### src/hw/rtl/csem_pkg.sv
// Shared types and constants for the counting semaphore table unit.
// No dependencies; used by every module of the block.
`default_nettype none

package csem_pkg;

  // Default sizing of the bank
  localparam int NUM_SEMAPHORES_DEF = 32;
  localparam int COUNT_WIDTH_DEF    = 16;

  // Fixed field widths of the request and result
  localparam int MODE_W   = 2;
  localparam int ID_W     = 8;
  localparam int INIT_W   = 16;
  localparam int STATUS_W = 3;
  localparam int RET_W    = 5;

  typedef enum logic [MODE_W-1:0] {
    MODE_INIT    = 2'd0,
    MODE_DESTROY = 2'd1,
    MODE_WAIT    = 2'd2,
    MODE_SIGNAL  = 2'd3
  } mode_e;

  typedef enum logic [STATUS_W-1:0] {
    ST_OK       = 3'd0,
    ST_BAD_ID   = 3'd1,
    ST_ACTIVE   = 3'd2,
    ST_INACTIVE = 3'd3,
    ST_BLOCK    = 3'd4,
    ST_CEILING  = 3'd5
  } status_e;

  // One registered request
  typedef struct packed {
    mode_e             mode;
    logic [ID_W-1:0]   sem_id;
    logic [INIT_W-1:0] init_count;
  } req_t;

  // One result
  typedef struct packed {
    status_e          status;
    logic [RET_W-1:0] ret_id;
    logic             wake;
  } res_t;

endpackage

`default_nettype wire

### src/hw/rtl/counting_semaphore_table_unit.sv
// Top level of the counting semaphore table unit.
// Depends on csem_pkg, csem_in_stage, csem_table and csem_out_stage.
//
//   channel  | handshake              | payload
//   ---------+------------------------+-----------------------------------
//   request  | in_valid_i / in_stall_o | mode_i, sem_id_i, initial_count_i
//   result   | out_valid_o / out_stall_i | status_o, ret_id_o, wake_o
//
// One request per cycle sustained while the result side is not stalled; a
// request passes the input register, then the table lookup and update into
// the result register.
// The table does the entry read-modify-write combinationally between the registers.
// Reset clears all active marks at once; no clearing pass is needed.
// A stalled result holds the request register, which then stalls the input.
`default_nettype none

module counting_semaphore_table_unit #(
  parameter int NUM_SEMAPHORES = csem_pkg::NUM_SEMAPHORES_DEF,
  parameter int COUNT_WIDTH    = csem_pkg::COUNT_WIDTH_DEF
) (
  input  wire logic                          clk_i,
  input  wire logic                          rst_ni,
  input  wire logic                          in_valid_i,
  output logic                               in_stall_o,
  input  wire logic [csem_pkg::MODE_W-1:0]   mode_i,
  input  wire logic [csem_pkg::ID_W-1:0]     sem_id_i,
  input  wire logic [csem_pkg::INIT_W-1:0]   initial_count_i,
  output logic                               out_valid_o,
  input  wire logic                          out_stall_i,
  output logic [csem_pkg::STATUS_W-1:0]      status_o,
  output logic [csem_pkg::RET_W-1:0]         ret_id_o,
  output logic                               wake_o
);

  logic           advance;
  logic           req_valid;
  logic           commit;
  csem_pkg::req_t req;
  csem_pkg::res_t res;

  assign commit = req_valid && advance;

  csem_in_stage u_in (
    .clk_i           (clk_i),
    .rst_ni          (rst_ni),
    .in_valid_i      (in_valid_i),
    .in_stall_o      (in_stall_o),
    .mode_i          (mode_i),
    .sem_id_i        (sem_id_i),
    .initial_count_i (initial_count_i),
    .advance_i       (advance),
    .req_valid_o     (req_valid),
    .req_o           (req)
  );

  csem_table #(
    .NUM_SEMAPHORES (NUM_SEMAPHORES),
    .COUNT_WIDTH    (COUNT_WIDTH)
  ) u_table (
    .clk_i    (clk_i),
    .rst_ni   (rst_ni),
    .commit_i (commit),
    .req_i    (req),
    .res_o    (res)
  );

  csem_out_stage u_out (
    .clk_i       (clk_i),
    .rst_ni      (rst_ni),
    .load_i      (commit),
    .res_i       (res),
    .advance_o   (advance),
    .out_valid_o (out_valid_o),
    .out_stall_i (out_stall_i),
    .status_o    (status_o),
    .ret_id_o    (ret_id_o),
    .wake_o      (wake_o)
  );

  // wake only accompanies an ok status with a zero echoed id
  a_wake_ok: assert property (@(posedge clk_i) disable iff (!rst_ni)
    out_valid_o && wake_o |-> status_o == csem_pkg::ST_OK && ret_id_o == '0)
    else $error("wake with non-ok status");

  // rejected requests never echo an id
  a_reject_zero: assert property (@(posedge clk_i) disable iff (!rst_ni)
    out_valid_o && status_o != csem_pkg::ST_OK |-> ret_id_o == '0 && !wake_o)
    else $error("rejected request echoed id or wake");

  // input is only held back while a request sits behind a stalled result
  a_stall_cause: assert property (@(posedge clk_i) disable iff (!rst_ni)
    in_stall_o |-> out_valid_o && out_stall_i)
    else $error("input stalled without output backpressure");

endmodule

`default_nettype wire

### src/hw/rtl/csem_in_stage.sv
// Request input register with stall generation.
// Depends on csem_pkg for the request type.
`default_nettype none

module csem_in_stage (
  input  wire logic                        clk_i,
  input  wire logic                        rst_ni,
  input  wire logic                        in_valid_i,
  output logic                             in_stall_o,
  input  wire logic [csem_pkg::MODE_W-1:0] mode_i,
  input  wire logic [csem_pkg::ID_W-1:0]   sem_id_i,
  input  wire logic [csem_pkg::INIT_W-1:0] initial_count_i,
  input  wire logic                        advance_i,
  output logic                             req_valid_o,
  output csem_pkg::req_t                   req_o
);

  logic           valid_q, valid_d;
  csem_pkg::req_t req_q;
  logic           load;

  // Hold while a request waits and the table cannot take it
  assign in_stall_o = valid_q && !advance_i;
  assign load       = in_valid_i && !in_stall_o;

  always_comb begin
    valid_d = valid_q;
    if (load) begin
      valid_d = 1'b1;
    end else if (advance_i) begin
      valid_d = 1'b0;
    end
  end

  always_ff @(posedge clk_i or negedge rst_ni) begin
    if (!rst_ni) begin
      valid_q <= 1'b0;
    end else begin
      valid_q <= valid_d;
    end
  end

  // Payload capture, no reset needed
  always_ff @(posedge clk_i) begin
    if (load) begin
      req_q.mode       <= csem_pkg::mode_e'(mode_i);
      req_q.sem_id     <= sem_id_i;
      req_q.init_count <= initial_count_i;
    end
  end

  assign req_valid_o = valid_q;
  assign req_o       = req_q;

endmodule

`default_nettype wire

### src/hw/rtl/csem_table.sv
// Semaphore state (active marks, counts, ceilings) and the per-request decision.
// Depends on csem_pkg for request, result, mode and status types.
`default_nettype none

module csem_table #(
  parameter int NUM_SEMAPHORES = csem_pkg::NUM_SEMAPHORES_DEF,
  parameter int COUNT_WIDTH    = csem_pkg::COUNT_WIDTH_DEF
) (
  input  wire logic          clk_i,
  input  wire logic          rst_ni,
  input  wire logic          commit_i,
  input  wire csem_pkg::req_t req_i,
  output csem_pkg::res_t     res_o
);

  localparam int IdxW = (NUM_SEMAPHORES > 1) ? $clog2(NUM_SEMAPHORES) : 1;

  logic [NUM_SEMAPHORES-1:0] active_q;
  logic [COUNT_WIDTH-1:0]    count_q   [NUM_SEMAPHORES];
  logic [COUNT_WIDTH-1:0]    ceiling_q [NUM_SEMAPHORES];

  logic [IdxW-1:0]        idx;
  logic                   bad_id;
  logic                   act_cur;
  logic [COUNT_WIDTH-1:0] cnt_cur, ceil_cur, init_val;
  logic                   wr_act, act_d;
  logic                   wr_cnt, wr_ceil;
  logic [COUNT_WIDTH-1:0] cnt_d;

  assign idx      = req_i.sem_id[IdxW-1:0];
  assign bad_id   = 32'(req_i.sem_id) >= NUM_SEMAPHORES;
  assign init_val = COUNT_WIDTH'(req_i.init_count);
  assign act_cur  = active_q[idx];
  assign cnt_cur  = count_q[idx];
  assign ceil_cur = ceiling_q[idx];

  // Decide status and the entry update for the current request
  always_comb begin
    res_o.status = csem_pkg::ST_OK;
    res_o.ret_id = '0;
    res_o.wake   = 1'b0;
    wr_act       = 1'b0;
    act_d        = 1'b0;
    wr_cnt       = 1'b0;
    wr_ceil      = 1'b0;
    cnt_d        = init_val;
    if (bad_id) begin
      res_o.status = csem_pkg::ST_BAD_ID;
    end else if (req_i.mode == csem_pkg::MODE_INIT) begin
      if (act_cur) begin
        res_o.status = csem_pkg::ST_ACTIVE;
      end else begin
        wr_act       = 1'b1;
        act_d        = 1'b1;
        wr_cnt       = 1'b1;
        wr_ceil      = 1'b1;
        res_o.ret_id = req_i.sem_id[csem_pkg::RET_W-1:0];
      end
    end else if (!act_cur) begin
      res_o.status = csem_pkg::ST_INACTIVE;
    end else begin
      case (req_i.mode)
        csem_pkg::MODE_DESTROY: begin
          wr_act       = 1'b1;
          res_o.ret_id = req_i.sem_id[csem_pkg::RET_W-1:0];
        end
        csem_pkg::MODE_WAIT: begin
          if (cnt_cur == '0) begin
            res_o.status = csem_pkg::ST_BLOCK;
          end else begin
            wr_cnt       = 1'b1;
            cnt_d        = cnt_cur - 1'b1;
            res_o.ret_id = req_i.sem_id[csem_pkg::RET_W-1:0];
          end
        end
        csem_pkg::MODE_SIGNAL: begin
          if (cnt_cur >= ceil_cur) begin
            res_o.status = csem_pkg::ST_CEILING;
          end else begin
            wr_cnt     = 1'b1;
            cnt_d      = cnt_cur + 1'b1;
            res_o.wake = 1'b1;
          end
        end
        default: begin
          res_o.status = csem_pkg::ST_INACTIVE;
        end
      endcase
    end
  end

  // Active marks, cleared at reset
  always_ff @(posedge clk_i or negedge rst_ni) begin
    if (!rst_ni) begin
      active_q <= '0;
    end else if (commit_i && wr_act) begin
      active_q[idx] <= act_d;
    end
  end

  // Count and ceiling are only read for active entries, which init writes first
  always_ff @(posedge clk_i) begin
    if (commit_i && wr_cnt) begin
      count_q[idx] <= cnt_d;
    end
    if (commit_i && wr_ceil) begin
      ceiling_q[idx] <= init_val;
    end
  end

  // A successful init leaves the entry active with count equal to ceiling
  a_init_sets: assert property (@(posedge clk_i) disable iff (!rst_ni)
    commit_i && req_i.mode == csem_pkg::MODE_INIT && res_o.status == csem_pkg::ST_OK
    |=> active_q[$past(idx)] && count_q[$past(idx)] == ceiling_q[$past(idx)])
    else $error("init did not activate entry");

  // A successful wait takes exactly one unit
  a_wait_dec: assert property (@(posedge clk_i) disable iff (!rst_ni)
    commit_i && req_i.mode == csem_pkg::MODE_WAIT && res_o.status == csem_pkg::ST_OK
    |=> count_q[$past(idx)] == $past(cnt_cur) - 1'b1)
    else $error("wait did not decrement count");

  // Count never exceeds ceiling after a successful signal
  a_sig_bound: assert property (@(posedge clk_i) disable iff (!rst_ni)
    commit_i && res_o.wake
    |=> count_q[$past(idx)] <= ceiling_q[$past(idx)] && active_q[$past(idx)])
    else $error("signal pushed count past ceiling");

endmodule

`default_nettype wire

### src/hw/rtl/csem_out_stage.sv
// Result register toward the consumer.
// Depends on csem_pkg for the result type.
`default_nettype none

module csem_out_stage (
  input  wire logic                          clk_i,
  input  wire logic                          rst_ni,
  input  wire logic                          load_i,
  input  wire csem_pkg::res_t                res_i,
  output logic                               advance_o,
  output logic                               out_valid_o,
  input  wire logic                          out_stall_i,
  output logic [csem_pkg::STATUS_W-1:0]      status_o,
  output logic [csem_pkg::RET_W-1:0]         ret_id_o,
  output logic                               wake_o
);

  logic           valid_q, valid_d;
  csem_pkg::res_t res_q;

  // Register is free when empty or being drained this cycle
  assign advance_o = !valid_q || !out_stall_i;

  always_comb begin
    valid_d = valid_q;
    if (load_i) begin
      valid_d = 1'b1;
    end else if (!out_stall_i) begin
      valid_d = 1'b0;
    end
  end

  always_ff @(posedge clk_i or negedge rst_ni) begin
    if (!rst_ni) begin
      valid_q <= 1'b0;
    end else begin
      valid_q <= valid_d;
    end
  end

  always_ff @(posedge clk_i) begin
    if (load_i) begin
      res_q <= res_i;
    end
  end

  assign out_valid_o = valid_q;
  assign status_o    = res_q.status;
  assign ret_id_o    = res_q.ret_id;
  assign wake_o      = res_q.wake;

endmodule

`default_nettype wire

### config.mk
export PLATFORM = sky130hd
export DESIGN_NAME = counting_semaphore_table_unit
export DESIGN_NICKNAME = d
export VERILOG_FILES = /design/src/hw/rtl/csem_pkg.sv /design/src/hw/rtl/counting_semaphore_table_unit.sv /design/src/hw/rtl/csem_in_stage.sv /design/src/hw/rtl/csem_table.sv /design/src/hw/rtl/csem_out_stage.sv
export SDC_FILE = /design/constraint.sdc
export NUM_CORES = 1
export LEC_CHECK = 0
export BUFFER_PORTS_ARGS = -buffer_cell sky130_fd_sc_hd__buf_2
export CAP_MARGIN = 20
export CORE_MARGIN = 3
export CORE_UTILIZATION = 63
export DETAILED_ROUTE_END_ITERATION = 6
export PLACE_DENSITY = 0.78
export SKIP_LAST_GASP = 1
export SLEW_MARGIN = 20
export SYNTH_ARGS = -nofsm -noshare
export SYNTH_HDL_FRONTEND = slang
export SYNTH_SLANG_ARGS = --single-unit
### constraint.sdc
create_clock -name clk_i -period 8.5 [get_ports clk_i]
set_clock_uncertainty 0.1 [all_clocks]
set_input_delay 2.55 -clock clk_i [delete_from_list [all_inputs] [get_ports clk_i]]
set_output_delay 2.55 -clock clk_i [all_outputs]
set_load 0.05 [all_outputs]
==> flow_metrics.py, run 1 <==
metrics = {
    "status": {
        "status": "completed",
    },
    "finish": {
        "area_delta_synth_final_pct": 11.9,
        "seq_area_mm2": 0.0328,
        "final_area_mm2": 0.0495,
        "n_antenna_cell": 0,
        "utilization_pct": 71.6,
        "drive_above_1_share_pct": 24.4,
        "fillers": 3946,
        "nNetsFinal": 2500,
        "multi_input_area_mm2": 0.0109,
    },
    "yosys": {
        "synth-edff-count": 1059,
        "ys_types": 69,
        "ys_top_cells_by_count": "edfxtp_1, mux2i_1, mux4_2",
        "synth_top_area_share_pct": 72.0,
        "syn-num-nets": 2371,
        "ys_top_cells_by_area": "edfxtp_1, mux4_2, mux2i_1, dfrtp_1, a22oi_1",
        "yosysWarnings": 0,
        "yosys.cell_count.top_type": "edfxtp_1",
        "synth_seq_cells": 1098,
        "synth_ff_type": "edfxtp_1",
        "async_reset_ff_share_pct": 3.10,
        "avgSynthCellArea_um2": 19.1,
        "synth_area_leader_cell": "edfxtp_1",
        "synthCells": 2317,
        "ys_seq_area_share_pct": 74.1,
        "syn-cell-area_mm2": 0.0442,
    },
    "floorplanning": {
        "die_h_um": 271,
        "ios": 41,
        "die_area_mm2": 0.0733,
        "rows": 96,
        "core_mm2": 0.0691,
        "initial_utilization_pct": 64.0,
        "die_w_um": 271,
    },
    "setup_path": {
        "arrival_ns": 7.32,
        "r2r-end": "u_table.count_q[9][2]",
        "critical_path_buf_inv_count": 3,
        "required_ns": 8.69,
        "worst-path-max-fanout": 32,
        "crit_slowest_cell": "a22o_1",
        "cp.depth": 18,
        "path_class": "flop to flop",
        "rr_worst_depth": 18,
        "critPathMaxStageDelay_ns": 0.89,
        "cp_top_family": "compound AO/OA/AOI/OAI gates",
        "worstSetupEndpointType": "flop",
        "regToRegSetupSlack_ns": 1.37,
        "start_kind": "flop",
        "crit_chain": "and2_2 > buf_4 > a22oi_1 > nand2_1 > o22ai_1 > a211oi_2 > inv_1 > ha_1 > a2111oi_0 > o21ai_0 > a221oi_1 > o41ai_1 > nor3b_1 > nand2_1 > clkinv_1 > a21oi_1 > o21ai_0 > a22o_1",
    },
    "route": {
        "via_count": 23300,
        "ant_nets": 0,
        "first_pass_iters": 6,
        "wl_per_cell_um": 31.8,
        "routed_via_density": 6.74,
        "routed_wl_mm": 110,
        "drc": 0,
        "dr.first_iter.drc_count": 3109,
    },
    "worst_hold_path": {
        "hp-start": "u_in.req_valid_o",
        "hold_path.class": "flop to flop",
        "whs_endpoint": "u_out.out_valid_o",
        "holdPathStages": 1,
    },
    "grt": {
        "grt_pass1_wl_mm": 159,
        "use_met3_pct": 4.23,
        "grtUsageMet2_pct": 49.4,
        "antenna_found_initial": 0,
        "track_usage_pct": 30.0,
        "grt_use_met1_pct": 40.5,
        "grt-ovfl-total": 0,
        "top_usage_layer": "met2",
        "grt_pass1_vias": 23500,
        "grt_start_max_net_pins": 74,
    },
    "sta": {
        "min_period_ns": 7.13,
        "fin_crit_sh_pct": 83.9,
        "setup_tns_ns": 0,
        "holdWs_ns": 0.397,
        "grt_setup_unrepaired": "no",
        "worst_pin_slew_ns": 1.14,
        "final_hold_viol_count": 0,
        "relSlewSlack_pct": 23.9,
        "setup_viol": 0,
        "drv_slew": 0,
        "max_clock_freq_ghz": 0.140,
    },
    "clocking": {
        "cts_buffers": 103,
        "clk_latency_ns": 0.69,
        "cts_max_level": 3,
        "cts_setup_buffers": 0,
        "cts_tree": "built",
        "cts.sinks": 1098,
        "cts.root.buffer_cell": "clkbuf_16",
        "cts.clk_slew.worst_paths_ns": 0.06,
        "hold_buffers": 0,
        "cts_buffer_depth": 3,
        "cts_resized": 0,
    },
    "placed_design": {
        "place_congestion": 0.929,
        "place_area_mm2": 0.0460,
        "dp_hpwl_mm": 61.3,
        "portBuffers": 40,
    },
    "flow_run": {
        "drv_cap": 0,
    },
    "power_and_ir_drop": {
        "vdd_ir_drop_max_uv": 339,
        "p_leak_nw": 16.6,
        "power.density_mw_per_mm2": 235,
    },
}
registers in the layout, indices dropped and copies added, names as in the netlist, named ones only:
register           count
u_out.status_o         3
u_out.wake_o           1
u_table.active_q      32
u_in.req_valid_o       1
u_table.count_q      512
u_out.out_valid_o      1
u_in.req_o            26
u_table.ceiling_q    512
u_out.ret_id_o         5
how the worst max path moves through the flow:
stage	to
floorplan	u_table.count_q[0][7]
global placement	u_table.count_q[17][8]
detailed placement	u_table.count_q[30][3]
CTS	u_table.count_q[18][3]
global route	u_table.count_q[9][2]
finish	u_table.count_q[9][2]
logic make-up (layout without fill, tap and decap cells):
logic type | after synthesis | count (layout) | synth area share [%]
XOR/XNOR | 12 | 12 | 0.238
buffers and inverters | 153 | 369 | 1.93
flip-flops | 1098 | 1098 | 74.1
AND/OR/NAND/NOR | 305 | 305 | 3.33
multiplexers | 476 | 476 | 15.8
AO/OA/AOI/OAI | 249 | 249 | 3.94
adder cells (fa/ha/maj) | 24 | 24 | 0.680
report_power, final:
group          internal [W]  total [W]  switching (W)  leakage [nW]
Sequential          0.00599    0.00604      0.0000439          10.0
Combinational      0.000394    0.00107       0.000677          4.95
Clock               0.00253    0.00453        0.00199          1.61
metrics by stage:
step / total power [W] / instances / setup WS [ns]
2_1_floorplan: 0.00685 / 2317 / 1.67
3_3_place_gp: 0.00717 / 3266 / 1.76
3_5_place_dp: 0.00719 / 3266 / 1.62
4_1_cts: 0.0116 / 3458 / 1.52
5_1_grt: 0.0119 / 3464 / 1.04
6_report: 0.0116 / 3464 / 1.37
layout make-up:
cell class | count | share of cell area [%]
clock buffers | 125 | 5.42
flip-flops and latches | 1098 | 66.2
repair buffers | 156 | 2.48
well taps | 931 | 2.36
multi-input cells | 1066 | 22.1
inverters | 21 | 0.159
clock inverters | 67 | 1.25
layout by cell type (no fill, tap or decap), drive strengths merged, types with 7 or more instances in the layout:
master,count
nor3,47
clkbuf,125
a211oi,23
nand4,7
nand2b,8
dfrtp,34
a22o,16
o22ai,12
nor2,77
xnor2,8
o21ai,30
edfxtp,1059
a22oi,77
nand2,102
clkinv,49
nand3,26
mux2,50
mux2i,256
bufinv,9
mux4,170
and3,7
ha,24
inv,24
a21oi,58
buf,156
per-layer routing:
layer	wire length, um	part of all wire (%)
met1	40500	37
met2	55500	50
met3	9240	8.4
met4	4860	4.4
met5	0	0
Power figures use the tool's default switching activity.
==> run 2: changes to the inputs <==
--- a/config.mk
+++ b/config.mk
@@ -8,9 +8,9 @@
 export BUFFER_PORTS_ARGS = -buffer_cell sky130_fd_sc_hd__buf_2
 export CAP_MARGIN = 20
 export CORE_MARGIN = 3
-export CORE_UTILIZATION = 63
+export CORE_UTILIZATION = 57
 export DETAILED_ROUTE_END_ITERATION = 6
-export PLACE_DENSITY = 0.78
+export PLACE_DENSITY = 0.75
 export SKIP_LAST_GASP = 1
 export SLEW_MARGIN = 20
 export SYNTH_ARGS = -nofsm -noshare
==> constraint.sdc (replaced) <==
create_clock -name clk_i -period 5.8 [get_ports clk_i]
set_clock_uncertainty 0.1 [all_clocks]
set_input_delay 1.74 -clock clk_i [delete_from_list [all_inputs] [get_ports clk_i]]
set_output_delay 1.74 -clock clk_i [all_outputs]
set_load 0.05 [all_outputs]
==> run 2 against run 1 <==
Effect of this change:
- fmax rose by 31%
- via count shrank 0.22%
- highest routed layer unchanged
- sequential cell count unchanged
- combinational power up 64%
==> flow_metrics.py, run 2 (same netlist as run 1, synthesis figures left out) <==
metrics = {
    "status": {
        "status": "completed",
    },
    "floorplanning": {
        "initial_utilization_pct": 57.9,
        "core_mm2": 0.0763,
        "die_w_um": 284,
        "ios": 41,
        "rows": 101,
        "die_area_mm2": 0.0809,
        "die_h_um": 284,
    },
    "setup_path": {
        "critPathMaxStageDelay_ns": 0.68,
        "worst-path-max-fanout": 20,
        "arrival_ns": 5.75,
        "regToRegSetupSlack_ns": 0.34,
        "start_kind": "flop",
        "worstSetupEndpointType": "flop",
        "rr_worst_depth": 17,
        "path_class": "flop to flop",
        "required_ns": 6.09,
        "critical_path_buf_inv_count": 4,
        "crit_chain": "buf_12 > mux4_2 > mux4_2 > mux2_2 > ha_1 > nand2b_1 > a21oi_1 > o21ai_0 > a221oi_1 > o41ai_1 > nor3b_2 > buf_4 > o21bai_1 > a21oi_4 > buf_12 > nor3_2 > buf_4",
        "r2r-end": "u_table.count_q[8][9]",
        "cp_top_family": "compound AO/OA/AOI/OAI gates",
        "crit_slowest_cell": "a21oi_4",
    },
    "finish": {
        "drive_above_1_share_pct": 26.7,
        "final_cell_mix": "edfxtp_1, mux2i_1, mux4_2, buf_4, clkbuf_16",
        "nNetsFinal": 2573,
        "n_antenna_cell": 0,
        "area_delta_synth_final_pct": 14.5,
        "fillers": 4942,
        "final_common_cell": "edfxtp_1",
        "utilization_pct": 66.3,
        "stdcell_count": 3639,
        "largest_registers": "u_table.ceiling_q x512, u_table.count_q x512, u_table.active_q x32",
        "seq_area_mm2": 0.0328,
        "multi_input_area_mm2": 0.0111,
    },
    "grt": {
        "grt-ovfl-total": 0,
        "grt_start_max_net_pins": 55,
        "track_usage_pct": 27.1,
        "grt_pass1_wl_mm": 159,
        "antenna_found_initial": 3,
        "grt_pass1_vias": 23800,
    },
    "route": {
        "via_count": 23300,
        "top_layer": "met4",
        "drc": 0,
        "first_pass_iters": 5,
        "wl_met2_mm": 54.4,
        "drt-met1-wl_mm": 41.4,
        "wl_per_cell_um": 30.2,
        "dr.first_iter.drc_count": 2740,
        "ant_nets": 0,
        "routed_wl_mm": 110,
        "routed-wl-met3_mm": 9.44,
        "routed_via_density": 6.40,
    },
    "worst_hold_path": {
        "hp-start": "u_in.req_valid_o",
        "hold_path.class": "flop to flop",
        "whs_endpoint": "u_out.out_valid_o",
        "holdPathStages": 1,
    },
    "sta": {
        "final_hold_viol_count": 0,
        "drv_slew": 0,
        "setup_viol": 0,
        "grt_setup_unrepaired": "no",
        "holdWs_ns": 0.392,
        "min_period_ns": 5.46,
        "fin_crit_sh_pct": 94.1,
        "max_clock_freq_ghz": 0.183,
        "relSlewSlack_pct": 32.7,
        "worst_pin_slew_ns": 1.01,
        "setup_tns_ns": 0,
    },
    "clocking": {
        "hold_buffers": 0,
        "cts_buffers": 106,
        "cts.sinks": 1098,
        "cts.clk_slew.worst_paths_ns": 0.07,
        "cts_tree": "built",
        "cts_setup_buffers": 0,
        "cts_buffer_depth": 3,
        "cts.root.buffer_cell": "clkbuf_16",
        "clk_latency_ns": 0.69,
        "cts_max_level": 3,
    },
    "flow_run": {
        "drv_cap": 0,
    },
    "placed_design": {
        "portBuffers": 40,
        "place_inst": 3436,
        "place_congestion": 1.00,
        "dp_hpwl_mm": 67.7,
    },
    "power_and_ir_drop": {
        "p_leak_nw": 17.4,
        "power.density_mw_per_mm2": 344,
        "vdd_ir_drop_max_uv": 354,
    },
}
## run 2: changes by cell type in the layout (fill, tap and decap cells not counted), sizes merged
| cell | before | now |
|---|---|---|
| clkinv | 49 | 58 |
| clkbuf | 125 | 121 |
| clkinvlp | 6 | 3 |
| o21ai | 30 | 31 |
| buf | 156 | 225 |
| inv | 24 | 27 |
| bufinv | 9 | 10 |
## run 2: how the worst max path moves through the flow
stage / endpoint / cells after the start
after CTS: u_table.count_q[12][10] / 15
after global routing: u_table.count_q[12][12] / 14
after floorplan: u_table.count_q[0][5] / 21
final: u_table.count_q[8][9] / 17
after detailed placement: u_table.count_q[20][7] / 15
after global placement: u_table.count_q[21][7] / 15
## run 2: area by class of cell
| cell class | count | share of cell area (%) |
|---|---|---|
| clock buffers | 121 | 5.40 |
| multi-input cells | 1067 | 22.0 |
| clock inverters | 77 | 1.44 |
| well taps | 1030 | 2.55 |
| flip-flops and latches | 1098 | 64.8 |
| repair buffers | 225 | 3.70 |
| inverters | 21 | 0.156 |
## run 2: per-layer routing
metal | up-vias | track usage (%)
met4 | 0 | 11.8
met2 | 1179 | 44.2
met5 | - | 0
li1 | 9826 | -
met1 | 12000 | 35.9
met3 | 255 | 5.44
## run 2: where the power goes
group / total [W] / internal, W / switching (W)
Combinational: 0.00176 / 0.000667 / 0.00109
Clock: 0.00682 / 0.00385 / 0.00297
Sequential: 0.00882 / 0.00878 / 0.0000435
## run 2: what timing repair did
item / in CTS / in global routing
hold endpoints to repair: 0 / 0
setup endpoints to repair: 0 / 32
resized for setup: 0 / 1
## run 2: metrics by stage
step	setup slack (ns)	total power, W	area (um^2)
2_1_floorplan	-0.0124	0.0101	44600
3_3_place_gp	0.350	0.0107	47000
3_5_place_dp	0.217	0.0107	47000
4_1_cts	0.205	0.0175	50500
5_1_grt	0.156	0.0179	50600
6_report	0.343	0.0174	50600
